`src/design/time_triggered_task_table_core_macros.svh`:
```
// ---------------------------------------------------------------------------
// time_triggered_task_table_core_macros
// assertion macros used by the task table core
// ---------------------------------------------------------------------------
`ifndef TIME_TRIGGERED_TASK_TABLE_CORE_MACROS_SVH
`define TIME_TRIGGERED_TASK_TABLE_CORE_MACROS_SVH

// same-cycle implication, checked outside reset
`define TTT_ASSERT_NOW(label, clk, rst, ante, cons, msg) \
   label: assert property (@(posedge clk) disable iff (rst) (ante) |-> (cons)) \
      else $error(msg);

// next-cycle implication, checked outside reset
`define TTT_ASSERT_NEXT(label, clk, rst, ante, cons, msg) \
   label: assert property (@(posedge clk) disable iff (rst) (ante) |=> (cons)) \
      else $error(msg);

`endif

```
`src/design/ttt_pkg.sv`:
```
// ---------------------------------------------------------------------------
// ttt_pkg
// commands, status codes and sequencer states of the task table
// ---------------------------------------------------------------------------
package ttt_pkg;

   typedef enum logic [2:0] {
      CMD_TICK     = 3'd0,
      CMD_ADD      = 3'd1,
      CMD_DELETE   = 3'd2,
      CMD_DISPATCH = 3'd3,
      CMD_EDIT     = 3'd4
   } cmd_type;

   typedef enum logic [1:0] {
      STAT_OK   = 2'd0,
      STAT_FULL = 2'd1,
      STAT_BAD  = 2'd2,
      STAT_IDLE = 2'd3
   } status_type;

   typedef enum logic [1:0] {
      S_IDLE,
      S_SCAN,
      S_DONE
   } state_type;

   // most results one dispatch may give
   localparam int unsigned MAX_OUT  = 16;
   localparam int unsigned SERVED_W = 5;
   localparam logic [7:0]  PEND_MAX = 8'd255;

endpackage

```
`src/design/time_triggered_task_table_core.sv`:
```
// ---------------------------------------------------------------------------
// time_triggered_task_table_core
// table of periodic and one-shot task slots held in a rotating ring of cells
// ---------------------------------------------------------------------------
// usage
//   req_* carries one command per transfer: tick, add, delete, dispatch or
//   edit period. rsp_* returns the results; rsp_last marks the final one
//   of a command. a dispatch gives one result per due slot, up to MAX_OUT,
//   in index order (one idle result if none is due); every other command
//   gives exactly one result.
// timing
//   the slots sit in a ring of TASK_COUNT cells. after a command is taken
//   the ring turns once, one slot per cycle unless the ring pauses,
//   passing the head cell where the command is applied. the final result
//   is presented once the ring has turned and the output register is free;
//   one command is in work at a time and req_ready is high only between
//   commands.
// reset
//   reset clears every slot, the sequencer and the output valid flag.
// stalls
//   results wait in the output register until taken. a dispatch keeps one
//   found slot aside to learn whether it is the last; if a second due slot
//   arrives while the output register is still full the ring pauses.
// ---------------------------------------------------------------------------
module time_triggered_task_table_core
   import ttt_pkg::*;
#(
   parameter int unsigned TASK_COUNT = 16,
   parameter int unsigned TIME_BITS  = 16
) (
   input  logic        clock,
   input  logic        reset,
   input  logic        req_valid,
   output logic        req_ready,
   input  logic [2:0]  req_cmd,
   input  logic [7:0]  req_slot,
   input  logic [7:0]  req_task_tag,
   input  logic [15:0] req_first_delay,
   input  logic [15:0] req_run_period,
   input  logic        req_overdue_allow,
   output logic        rsp_valid,
   input  logic        rsp_ready,
   output logic [1:0]  rsp_status,
   output logic [3:0]  rsp_slot_out,
   output logic [7:0]  rsp_tag_out,
   output logic        rsp_last
);

`include "time_triggered_task_table_core_macros.svh"

   localparam int unsigned IDX_W = (TASK_COUNT > 1) ? $clog2(TASK_COUNT) : 1;

   typedef struct packed {
      logic                 valid;
      logic [7:0]           tag;
      logic [TIME_BITS-1:0] delay;
      logic [TIME_BITS-1:0] period;
      logic [7:0]           pending;
      logic                 overdue;
   } slot_type;

   localparam int unsigned SLOT_W = $bits(slot_type);

   // sequencer and command registers
   state_type            state_ff, state_in;
   logic [IDX_W-1:0]     cnt_ff, cnt_in;
   cmd_type              cmd_ff;
   logic [7:0]           slot_ff;
   logic [7:0]           tag_ff;
   logic [15:0]          first_delay_ff;
   logic [15:0]          run_period_ff;
   logic                 overdue_ff;

   // per-command scan results
   logic                 found_ff, found_in;
   logic [IDX_W-1:0]     found_idx_ff, found_idx_in;
   logic                 hit_ff, hit_in;
   logic [SERVED_W-1:0]  served_ff, served_in;

   // dispatch slot kept aside until the next one is known
   logic                 hold_valid_ff, hold_valid_in;
   logic [3:0]           hold_slot_ff, hold_slot_in;
   logic [7:0]           hold_tag_ff, hold_tag_in;

   // output register
   logic                 rsp_valid_ff, rsp_valid_in;
   logic [1:0]           rsp_status_ff, rsp_status_in;
   logic [3:0]           rsp_slot_ff, rsp_slot_in;
   logic [7:0]           rsp_tag_ff, rsp_tag_in;
   logic                 rsp_last_ff, rsp_last_in;

   // ring
   logic [SLOT_W-1:0]    ring_q [TASK_COUNT];
   slot_type             head;
   slot_type             head_upd;
   logic                 step;
   logic                 due;
   logic                 take;
   logic                 hit;
   logic                 stall;
   logic                 out_free;
   logic                 req_xfer;
   logic                 idx_match;

   assign req_ready = (state_ff == S_IDLE);
   assign req_xfer  = req_valid && req_ready;
   assign out_free  = !rsp_valid_ff || rsp_ready;

   // ring of cells: cell i takes cell i+1, the last cell takes the updated head
   for (genvar gi = 0; gi < TASK_COUNT; gi++) begin : g_cell
      logic [SLOT_W-1:0] cell_in;
      if (gi == TASK_COUNT - 1) begin : g_tail
         assign cell_in = head_upd;
      end else begin : g_body
         assign cell_in = ring_q[gi+1];
      end
      ttt_cell #(
         .SLOT_W (SLOT_W)
      ) u_cell (
         .clock    (clock),
         .reset    (reset),
         .shift_en (step),
         .slot_in  (cell_in),
         .slot_out (ring_q[gi])
      );
   end

   // head cell holds slot number cnt_ff while the ring turns
   assign head      = slot_type'(ring_q[0]);
   assign idx_match = (slot_ff == 8'(cnt_ff));

   // command applied to the slot at the head
   always_comb begin
      head_upd = head;
      due      = 1'b0;
      take     = 1'b0;
      hit      = 1'b0;
      unique case (cmd_ff)
         CMD_TICK: begin
            if (head.valid) begin
               if (head.delay == '0) begin
                  if (head.pending != PEND_MAX) begin
                     head_upd.pending = head.pending + 8'd1;
                  end
                  // without overdue runs the count never goes above one
                  if (!head.overdue && (head_upd.pending > 8'd1)) begin
                     head_upd.pending = 8'd1;
                  end
                  if (head.period != '0) begin
                     head_upd.delay = head.period - TIME_BITS'(1);
                  end
               end else begin
                  head_upd.delay = head.delay - TIME_BITS'(1);
               end
            end
         end
         CMD_ADD: begin
            // first free slot only
            if (!head.valid && !found_ff) begin
               take             = 1'b1;
               head_upd.valid   = 1'b1;
               head_upd.tag     = tag_ff;
               head_upd.delay   = TIME_BITS'(first_delay_ff);
               head_upd.period  = TIME_BITS'(run_period_ff);
               head_upd.pending = 8'd0;
               head_upd.overdue = overdue_ff;
            end
         end
         CMD_DELETE: begin
            if (head.valid && idx_match) begin
               hit      = 1'b1;
               head_upd = '0;
            end
         end
         CMD_DISPATCH: begin
            if (head.valid && (head.pending != 8'd0) && (served_ff < SERVED_W'(MAX_OUT))) begin
               due              = 1'b1;
               head_upd.pending = head.pending - 8'd1;
               // one-shot task leaves the table once run
               if (head.period == '0) begin
                  head_upd = '0;
               end
            end
         end
         CMD_EDIT: begin
            if (head.valid && idx_match) begin
               hit             = 1'b1;
               head_upd.period = TIME_BITS'(run_period_ff);
            end
         end
         default: begin
         end
      endcase
   end

   // a second due slot needs the kept one moved out first
   assign stall = due && hold_valid_ff && !out_free;
   assign step  = (state_ff == S_SCAN) && !stall;

   // sequencer, scan bookkeeping and output register
   always_comb begin
      state_in      = state_ff;
      cnt_in        = cnt_ff;
      found_in      = found_ff;
      found_idx_in  = found_idx_ff;
      hit_in        = hit_ff;
      served_in     = served_ff;
      hold_valid_in = hold_valid_ff;
      hold_slot_in  = hold_slot_ff;
      hold_tag_in   = hold_tag_ff;
      rsp_valid_in  = rsp_valid_ff && !rsp_ready;
      rsp_status_in = rsp_status_ff;
      rsp_slot_in   = rsp_slot_ff;
      rsp_tag_in    = rsp_tag_ff;
      rsp_last_in   = rsp_last_ff;

      unique case (state_ff)
         S_IDLE: begin
            if (req_xfer) begin
               state_in      = S_SCAN;
               cnt_in        = '0;
               found_in      = 1'b0;
               found_idx_in  = '0;
               hit_in        = 1'b0;
               served_in     = '0;
               hold_valid_in = 1'b0;
            end
         end
         S_SCAN: begin
            if (step) begin
               if (take) begin
                  found_in     = 1'b1;
                  found_idx_in = cnt_ff;
               end
               if (hit) begin
                  hit_in = 1'b1;
               end
               if (due) begin
                  if (hold_valid_ff) begin
                     rsp_valid_in  = 1'b1;
                     rsp_status_in = STAT_OK;
                     rsp_slot_in   = hold_slot_ff;
                     rsp_tag_in    = hold_tag_ff;
                     rsp_last_in   = 1'b0;
                  end
                  hold_valid_in = 1'b1;
                  hold_slot_in  = 4'(cnt_ff);
                  hold_tag_in   = head.tag;
                  served_in     = served_ff + SERVED_W'(1);
               end
               if (cnt_ff == IDX_W'(TASK_COUNT - 1)) begin
                  state_in = S_DONE;
                  cnt_in   = '0;
               end else begin
                  cnt_in = cnt_ff + IDX_W'(1);
               end
            end
         end
         S_DONE: begin
            if (out_free) begin
               state_in      = S_IDLE;
               hold_valid_in = 1'b0;
               rsp_valid_in  = 1'b1;
               rsp_slot_in   = 4'd0;
               rsp_tag_in    = 8'd0;
               rsp_last_in   = 1'b1;
               unique case (cmd_ff)
                  CMD_TICK: begin
                     rsp_status_in = STAT_OK;
                  end
                  CMD_ADD: begin
                     if (found_ff) begin
                        rsp_status_in = STAT_OK;
                        rsp_slot_in   = 4'(found_idx_ff);
                     end else begin
                        rsp_status_in = STAT_FULL;
                     end
                  end
                  CMD_DELETE, CMD_EDIT: begin
                     rsp_status_in = hit_ff ? STAT_OK : STAT_BAD;
                  end
                  CMD_DISPATCH: begin
                     if (hold_valid_ff) begin
                        rsp_status_in = STAT_OK;
                        rsp_slot_in   = hold_slot_ff;
                        rsp_tag_in    = hold_tag_ff;
                     end else begin
                        rsp_status_in = STAT_IDLE;
                     end
                  end
                  default: begin
                     rsp_status_in = STAT_BAD;
                  end
               endcase
            end
         end
         default: begin
            state_in = S_IDLE;
         end
      endcase
   end

   // control registers
   always_ff @(posedge clock) begin
      if (reset) begin
         state_ff      <= S_IDLE;
         cnt_ff        <= '0;
         found_ff      <= 1'b0;
         hit_ff        <= 1'b0;
         served_ff     <= '0;
         hold_valid_ff <= 1'b0;
         rsp_valid_ff  <= 1'b0;
      end else begin
         state_ff      <= state_in;
         cnt_ff        <= cnt_in;
         found_ff      <= found_in;
         hit_ff        <= hit_in;
         served_ff     <= served_in;
         hold_valid_ff <= hold_valid_in;
         rsp_valid_ff  <= rsp_valid_in;
      end
   end

   // payload registers
   always_ff @(posedge clock) begin
      if (req_xfer) begin
         cmd_ff         <= cmd_type'(req_cmd);
         slot_ff        <= req_slot;
         tag_ff         <= req_task_tag;
         first_delay_ff <= req_first_delay;
         run_period_ff  <= req_run_period;
         overdue_ff     <= req_overdue_allow;
      end
      found_idx_ff  <= found_idx_in;
      hold_slot_ff  <= hold_slot_in;
      hold_tag_ff   <= hold_tag_in;
      rsp_status_ff <= rsp_status_in;
      rsp_slot_ff   <= rsp_slot_in;
      rsp_tag_ff    <= rsp_tag_in;
      rsp_last_ff   <= rsp_last_in;
   end

   assign rsp_valid    = rsp_valid_ff;
   assign rsp_status   = rsp_status_ff;
   assign rsp_slot_out = rsp_slot_ff;
   assign rsp_tag_out  = rsp_tag_ff;
   assign rsp_last     = rsp_last_ff;

   // checks
   `TTT_ASSERT_NOW(a_served_bound, clock, reset, 1'b1, served_ff <= SERVED_W'(MAX_OUT), "dispatch served more than the result limit")
   `TTT_ASSERT_NOW(a_hold_only_dispatch, clock, reset, hold_valid_ff, (cmd_ff == CMD_DISPATCH) && (state_ff != S_IDLE), "kept slot outside a dispatch")
   `TTT_ASSERT_NEXT(a_final_result, clock, reset, (state_ff == S_DONE) && out_free, rsp_valid_ff && rsp_last_ff && (state_ff == S_IDLE), "final result not presented")

endmodule

```
`src/design/ttt_cell.sv`:
```
// ---------------------------------------------------------------------------
// ttt_cell
// one slot holder of the rotating ring, takes its neighbour's slot on shift
// ---------------------------------------------------------------------------
module ttt_cell
   import ttt_pkg::*;
#(
   parameter int unsigned SLOT_W = 50
) (
   input  logic              clock,
   input  logic              reset,
   input  logic              shift_en,
   input  logic [SLOT_W-1:0] slot_in,
   output logic [SLOT_W-1:0] slot_out
);

   logic [SLOT_W-1:0] slot_ff;
   logic [SLOT_W-1:0] slot_in_mux;

   assign slot_in_mux = shift_en ? slot_in : slot_ff;

   always_ff @(posedge clock) begin
      if (reset) begin
         slot_ff <= '0;
      end else begin
         slot_ff <= slot_in_mux;
      end
   end

   assign slot_out = slot_ff;

endmodule
```
`config.mk`:
```
export PLATFORM = sky130hd
export DESIGN_NAME = time_triggered_task_table_core
export DESIGN_NICKNAME = d
export VERILOG_FILES = /design/src/design/ttt_pkg.sv /design/src/design/time_triggered_task_table_core.sv /design/src/design/ttt_cell.sv
export VERILOG_INCLUDE_DIRS = /design/src /design/src/design
export SDC_FILE = /design/constraint.sdc
export NUM_CORES = 2
export LEC_CHECK = 0
export ABC_AREA = 1
export BUFFER_PORTS_ARGS = -buffer_cell sky130_fd_sc_hd__buf_4
export CAP_MARGIN = 15
export CELL_PAD_IN_SITES_DETAIL_PLACEMENT = 1
export CELL_PAD_IN_SITES_GLOBAL_PLACEMENT = 1
export CORE_MARGIN = 1.5
export CORE_UTILIZATION = 39
export CTS_BUF_LIST = sky130_fd_sc_hd__clkbuf_4 sky130_fd_sc_hd__clkbuf_8 sky130_fd_sc_hd__clkbuf_16
export DETAILED_ROUTE_END_ITERATION = 10
export PLACE_DENSITY_LB_ADDON = 0.1
export SLEW_MARGIN = 10
export SYNTH_ARGS = -nofsm -noshare
export SYNTH_HDL_FRONTEND = slang
export SYNTH_SLANG_ARGS = --single-unit
```
`constraint.sdc`:
```
create_clock -name clock -period 2.4 [get_ports clock]
set_input_delay 0.12 -clock clock [delete_from_list [all_inputs] [get_ports clock]]
set_output_delay 0.12 -clock clock [all_outputs]
set_load 0.02 [all_outputs]
```
==> qor.yml <==
status: "complete, no violations"
intPower_uw: 38400
cpMaxStageDelayCell: "dfxtp_1"
synth_nets: 4335
insertion_delay_ps: 660
sw_frac_of_total_pct: 36.9
cts.sinks: 898
pwr-share-clk_pct: 25.8
synth_cell_types: 43
fmax_mhz: 454
yosysSeqAreaShare_pct: 56.0
grt_max_degree: 110
synth-async-reset-ratio_pct: 0
cts_setup_buffers: 0
grt_pass1_vias: 26700
post-dp-hpwl_um: 57800
max-cap-violations: 0
die-area_um2: 87900
ys_ff_latch: 898
cts_tree: "done"
synthToLayoutAreaGrowth_pct: 19.4
via_per_inst: 4.92
die_h_um: 296
p_per_area_nw_per_um2: 1520
whs_ps: 68.2
seqPwrFrac_pct: 40.5
layout-drive-gt1-share_pct: 10.3
die_w_um: 296
track_usage_pct: 20.2
vias: 27500
first_iter_violations: 1443
antennaDiodeCount: 0
yosysTopAreaCell: "dfxtp_1"
rows: 107
post-route-util_pct: 47.0
ir_worst_vdd_mv: 0.652
fin_worst_skew_ps: 18.1
cts_buffer_depth: 3
min_path_type: "primary input to flip-flop"
antenna_found_initial: 4
crit_path_end_kind: "flip-flop"
synth_edf_count: 83
core_area_um2: 85300
gp_congestion: 0.912
required_ps: 2950
power.static_leakage_uw: 0.0160
path_clk_slew_ps: 60
crit_type: "flip-flop to flip-flop"
switching_power_uw: 22400
worst_r2r_path_depth: 11
drtAntennaViolNets: 0
drc: 0
ios: 73
syn-cell-area_um2: 33600
p_comb_share_pct: 33.7
start_util_pct: 39.4
crit_top_cell: "inv_1"
finalHoldViolCount: 0
worstMarginPinSlew_ps: 508
fin_crit_ps: 2200
worstSetupStartpointType: "flip-flop"
synth_top_area_share_pct: 48.6
numCtsBuffers: 97
finalSetupViolations: 0
maxSlewHeadroom_pct: 65.8
numPortBuffers: 72
ctsRootBufferMaster: "clkbuf_16"
rsz0062_at_grt: "yes"
htree_levels: 3
drt-pass1-iter-count: 4
fin_crit_sh_pct: 91.9
grt_pass1_wl_um: 145000
wl_um: 89300
cp_max_fo: 6
path_cells: "inv_1 > ha_1 > nand4_1 > nor2_2 > nand3_1 > nor2_1 > o21ai_0 > nand2_1 > a21oi_1 > o21ai_1 > inv_1"
cpPeakStageDelay_ps: 340
netlist_instances: 4268
layout.nets: 4439
avgSynthCellArea_um2: 7.87
routedWlPerCell_um: 16.0
gr-total-overflow: 0
ys_top_cells_by_count: "1470 x nor2_1, 845 x o21ai_0, 815 x dfxtp_1, 253 x nand2_1, 159 x a21oi_1"
whs_path_depth: 3
slew_violations: 0
synthFlopType: "dfxtp_1"
yosys-top-cells-area: "dfxtp_1 49%, nor2_1 16%, o21ai_0 13%"
cp.arrival_ps: 2750
yosysMostFrequentCell: "nor2_1"
ys_warn_count: 0
==> placed cells by master (no fill, tap or decap), types with 6 or more instances in the layout <==
cell and instances:
nor2_1 1465, nand2_2 8, edfxtp_1 83, xor2_1 19, clkinv_1 6, inv_1 140, nor2_2 7, a21oi_1 159
clkbuf_8 26, clkbuf_16 99, o211ai_1 11, ha_1 11, dlygate4sd3_1 54, clkinv_2 9, clkbuf_4 27, nand3_1 73
nand4_1 12, o21ai_0 845, a31oi_1 11, buf_4 186, dfxtp_1 815, o21ai_1 21, nand2_1 250, buf_12 49
inv_2 11, bufinv_16 8
==> path summary, 6_finish.rpt <==
check                                                    from                              to  slack [ps]
worst min-delay path                                req_valid                       tag_ff[5]          70
worst max register to register  g_cell[0].u_cell.slot_out[25]  g_cell[15].u_cell.slot_out[35]         200
worst max-delay path            g_cell[0].u_cell.slot_out[25]  g_cell[15].u_cell.slot_out[35]         200
worst min register to register                         hit_ff                          hit_ff         450
==> cell families after synthesis <==
family                     count (synthesis)  share of synthesized area (%)
xor gates and xnor gates                  21                          0.548
and+or+nand+nor                         1836                           21.2
buffers and inverters                    440                           5.70
adders and majority gates                 11                          0.410
DFF                                      898                           56.0
AOI/OAI and AO/OA                       1062                           16.1
==> critical path: cells and delay by family, from the launching register on <==
kind | cells | cell delay [ps]
AO/OA/AOI/OAI | 3 | 380
adder cells (fa/ha/maj) | 1 | 230
buffers and inverters | 2 | 220
flip-flops | 1 | 340
AND/OR/NAND/NOR | 5 | 940
==> power groups by stage <==
| stage | Combinational (uW) | Sequential [uW] | Clock [uW] |
|---|---|---|---|
| 2_1_floorplan | 14300 | 23800 | 0 |
| 3_3_place_gp | 20000 | 24800 | 0 |
| 3_5_place_dp | 20400 | 24900 | 0 |
| 4_1_cts | 20700 | 24700 | 16100 |
| 5_1_grt | 23500 | 25400 | 16700 |
| 6_report | 20500 | 24600 | 15700 |
==> state kept, by name (all words and copies together) (netlist names) <==
signal                  count
found_ff                    1
slot_ff                     8
hold_tag_ff                 8
rsp_valid                   1
cmd_ff                      3
rsp_slot_out                4
run_period_ff              16
hold_slot_ff                4
hit_ff                      1
overdue_ff                  1
tag_ff                      8
found_idx_ff                4
first_delay_ff             16
rsp_last                    1
cnt_ff                      4
state_ff                    2
rsp_tag_out                 8
rsp_status                  2
g_cell.u_cell.slot_out    800
served_ff                   5
hold_valid_ff               1
==> stage by stage <==
step	TNS (ps)	power, uW	cells	instance area, um^2	worst slack [ps]
after global placement	-15.0	44800	5363	36100	-15.0
after floorplan	0	38100	4268	33600	75.6
after global routing	-37.5	65700	5596	40100	-21.0
final	0	60900	5596	40100	195
after detailed placement	-80.5	45300	5363	36100	-50.2
after CTS	0	61500	5596	40100	61.4
==> cell type report <==
| type | instances | area (um^2) |
|---|---|---|
| clock inverter | 27 | 378 |
| multi-input combinational | 2930 | 12900 |
| sequential | 898 | 18800 |
| fill | 10200 | 45200 |
| inverter | 155 | 597 |
| tap | 1144 | 1430 |
| timing repair buffer | 290 | 2930 |
| clock buffer | 152 | 3040 |
==> layer usage <==
| metal | track usage, % | routed length, um | vias to the layer above |
|---|---|---|---|
| li1 | - | - | 14100 |
| met1 | 30.4 | 47700 | 13000 |
| met2 | 30.0 | 37000 | 286 |
| met3 | 3.29 | 2930 | 128 |
| met4 | 4.75 | 1680 | 0 |
| met5 | 0 | 0 | - |
==> timing repair <==
action	in CTS	in global routing
gates resized for setup	1	10
endpoints found under the setup margin	3	32
hold buffers	54	0
hold endpoints to repair	92	0
No activity file was read; power rests on OpenSTA's default activity.
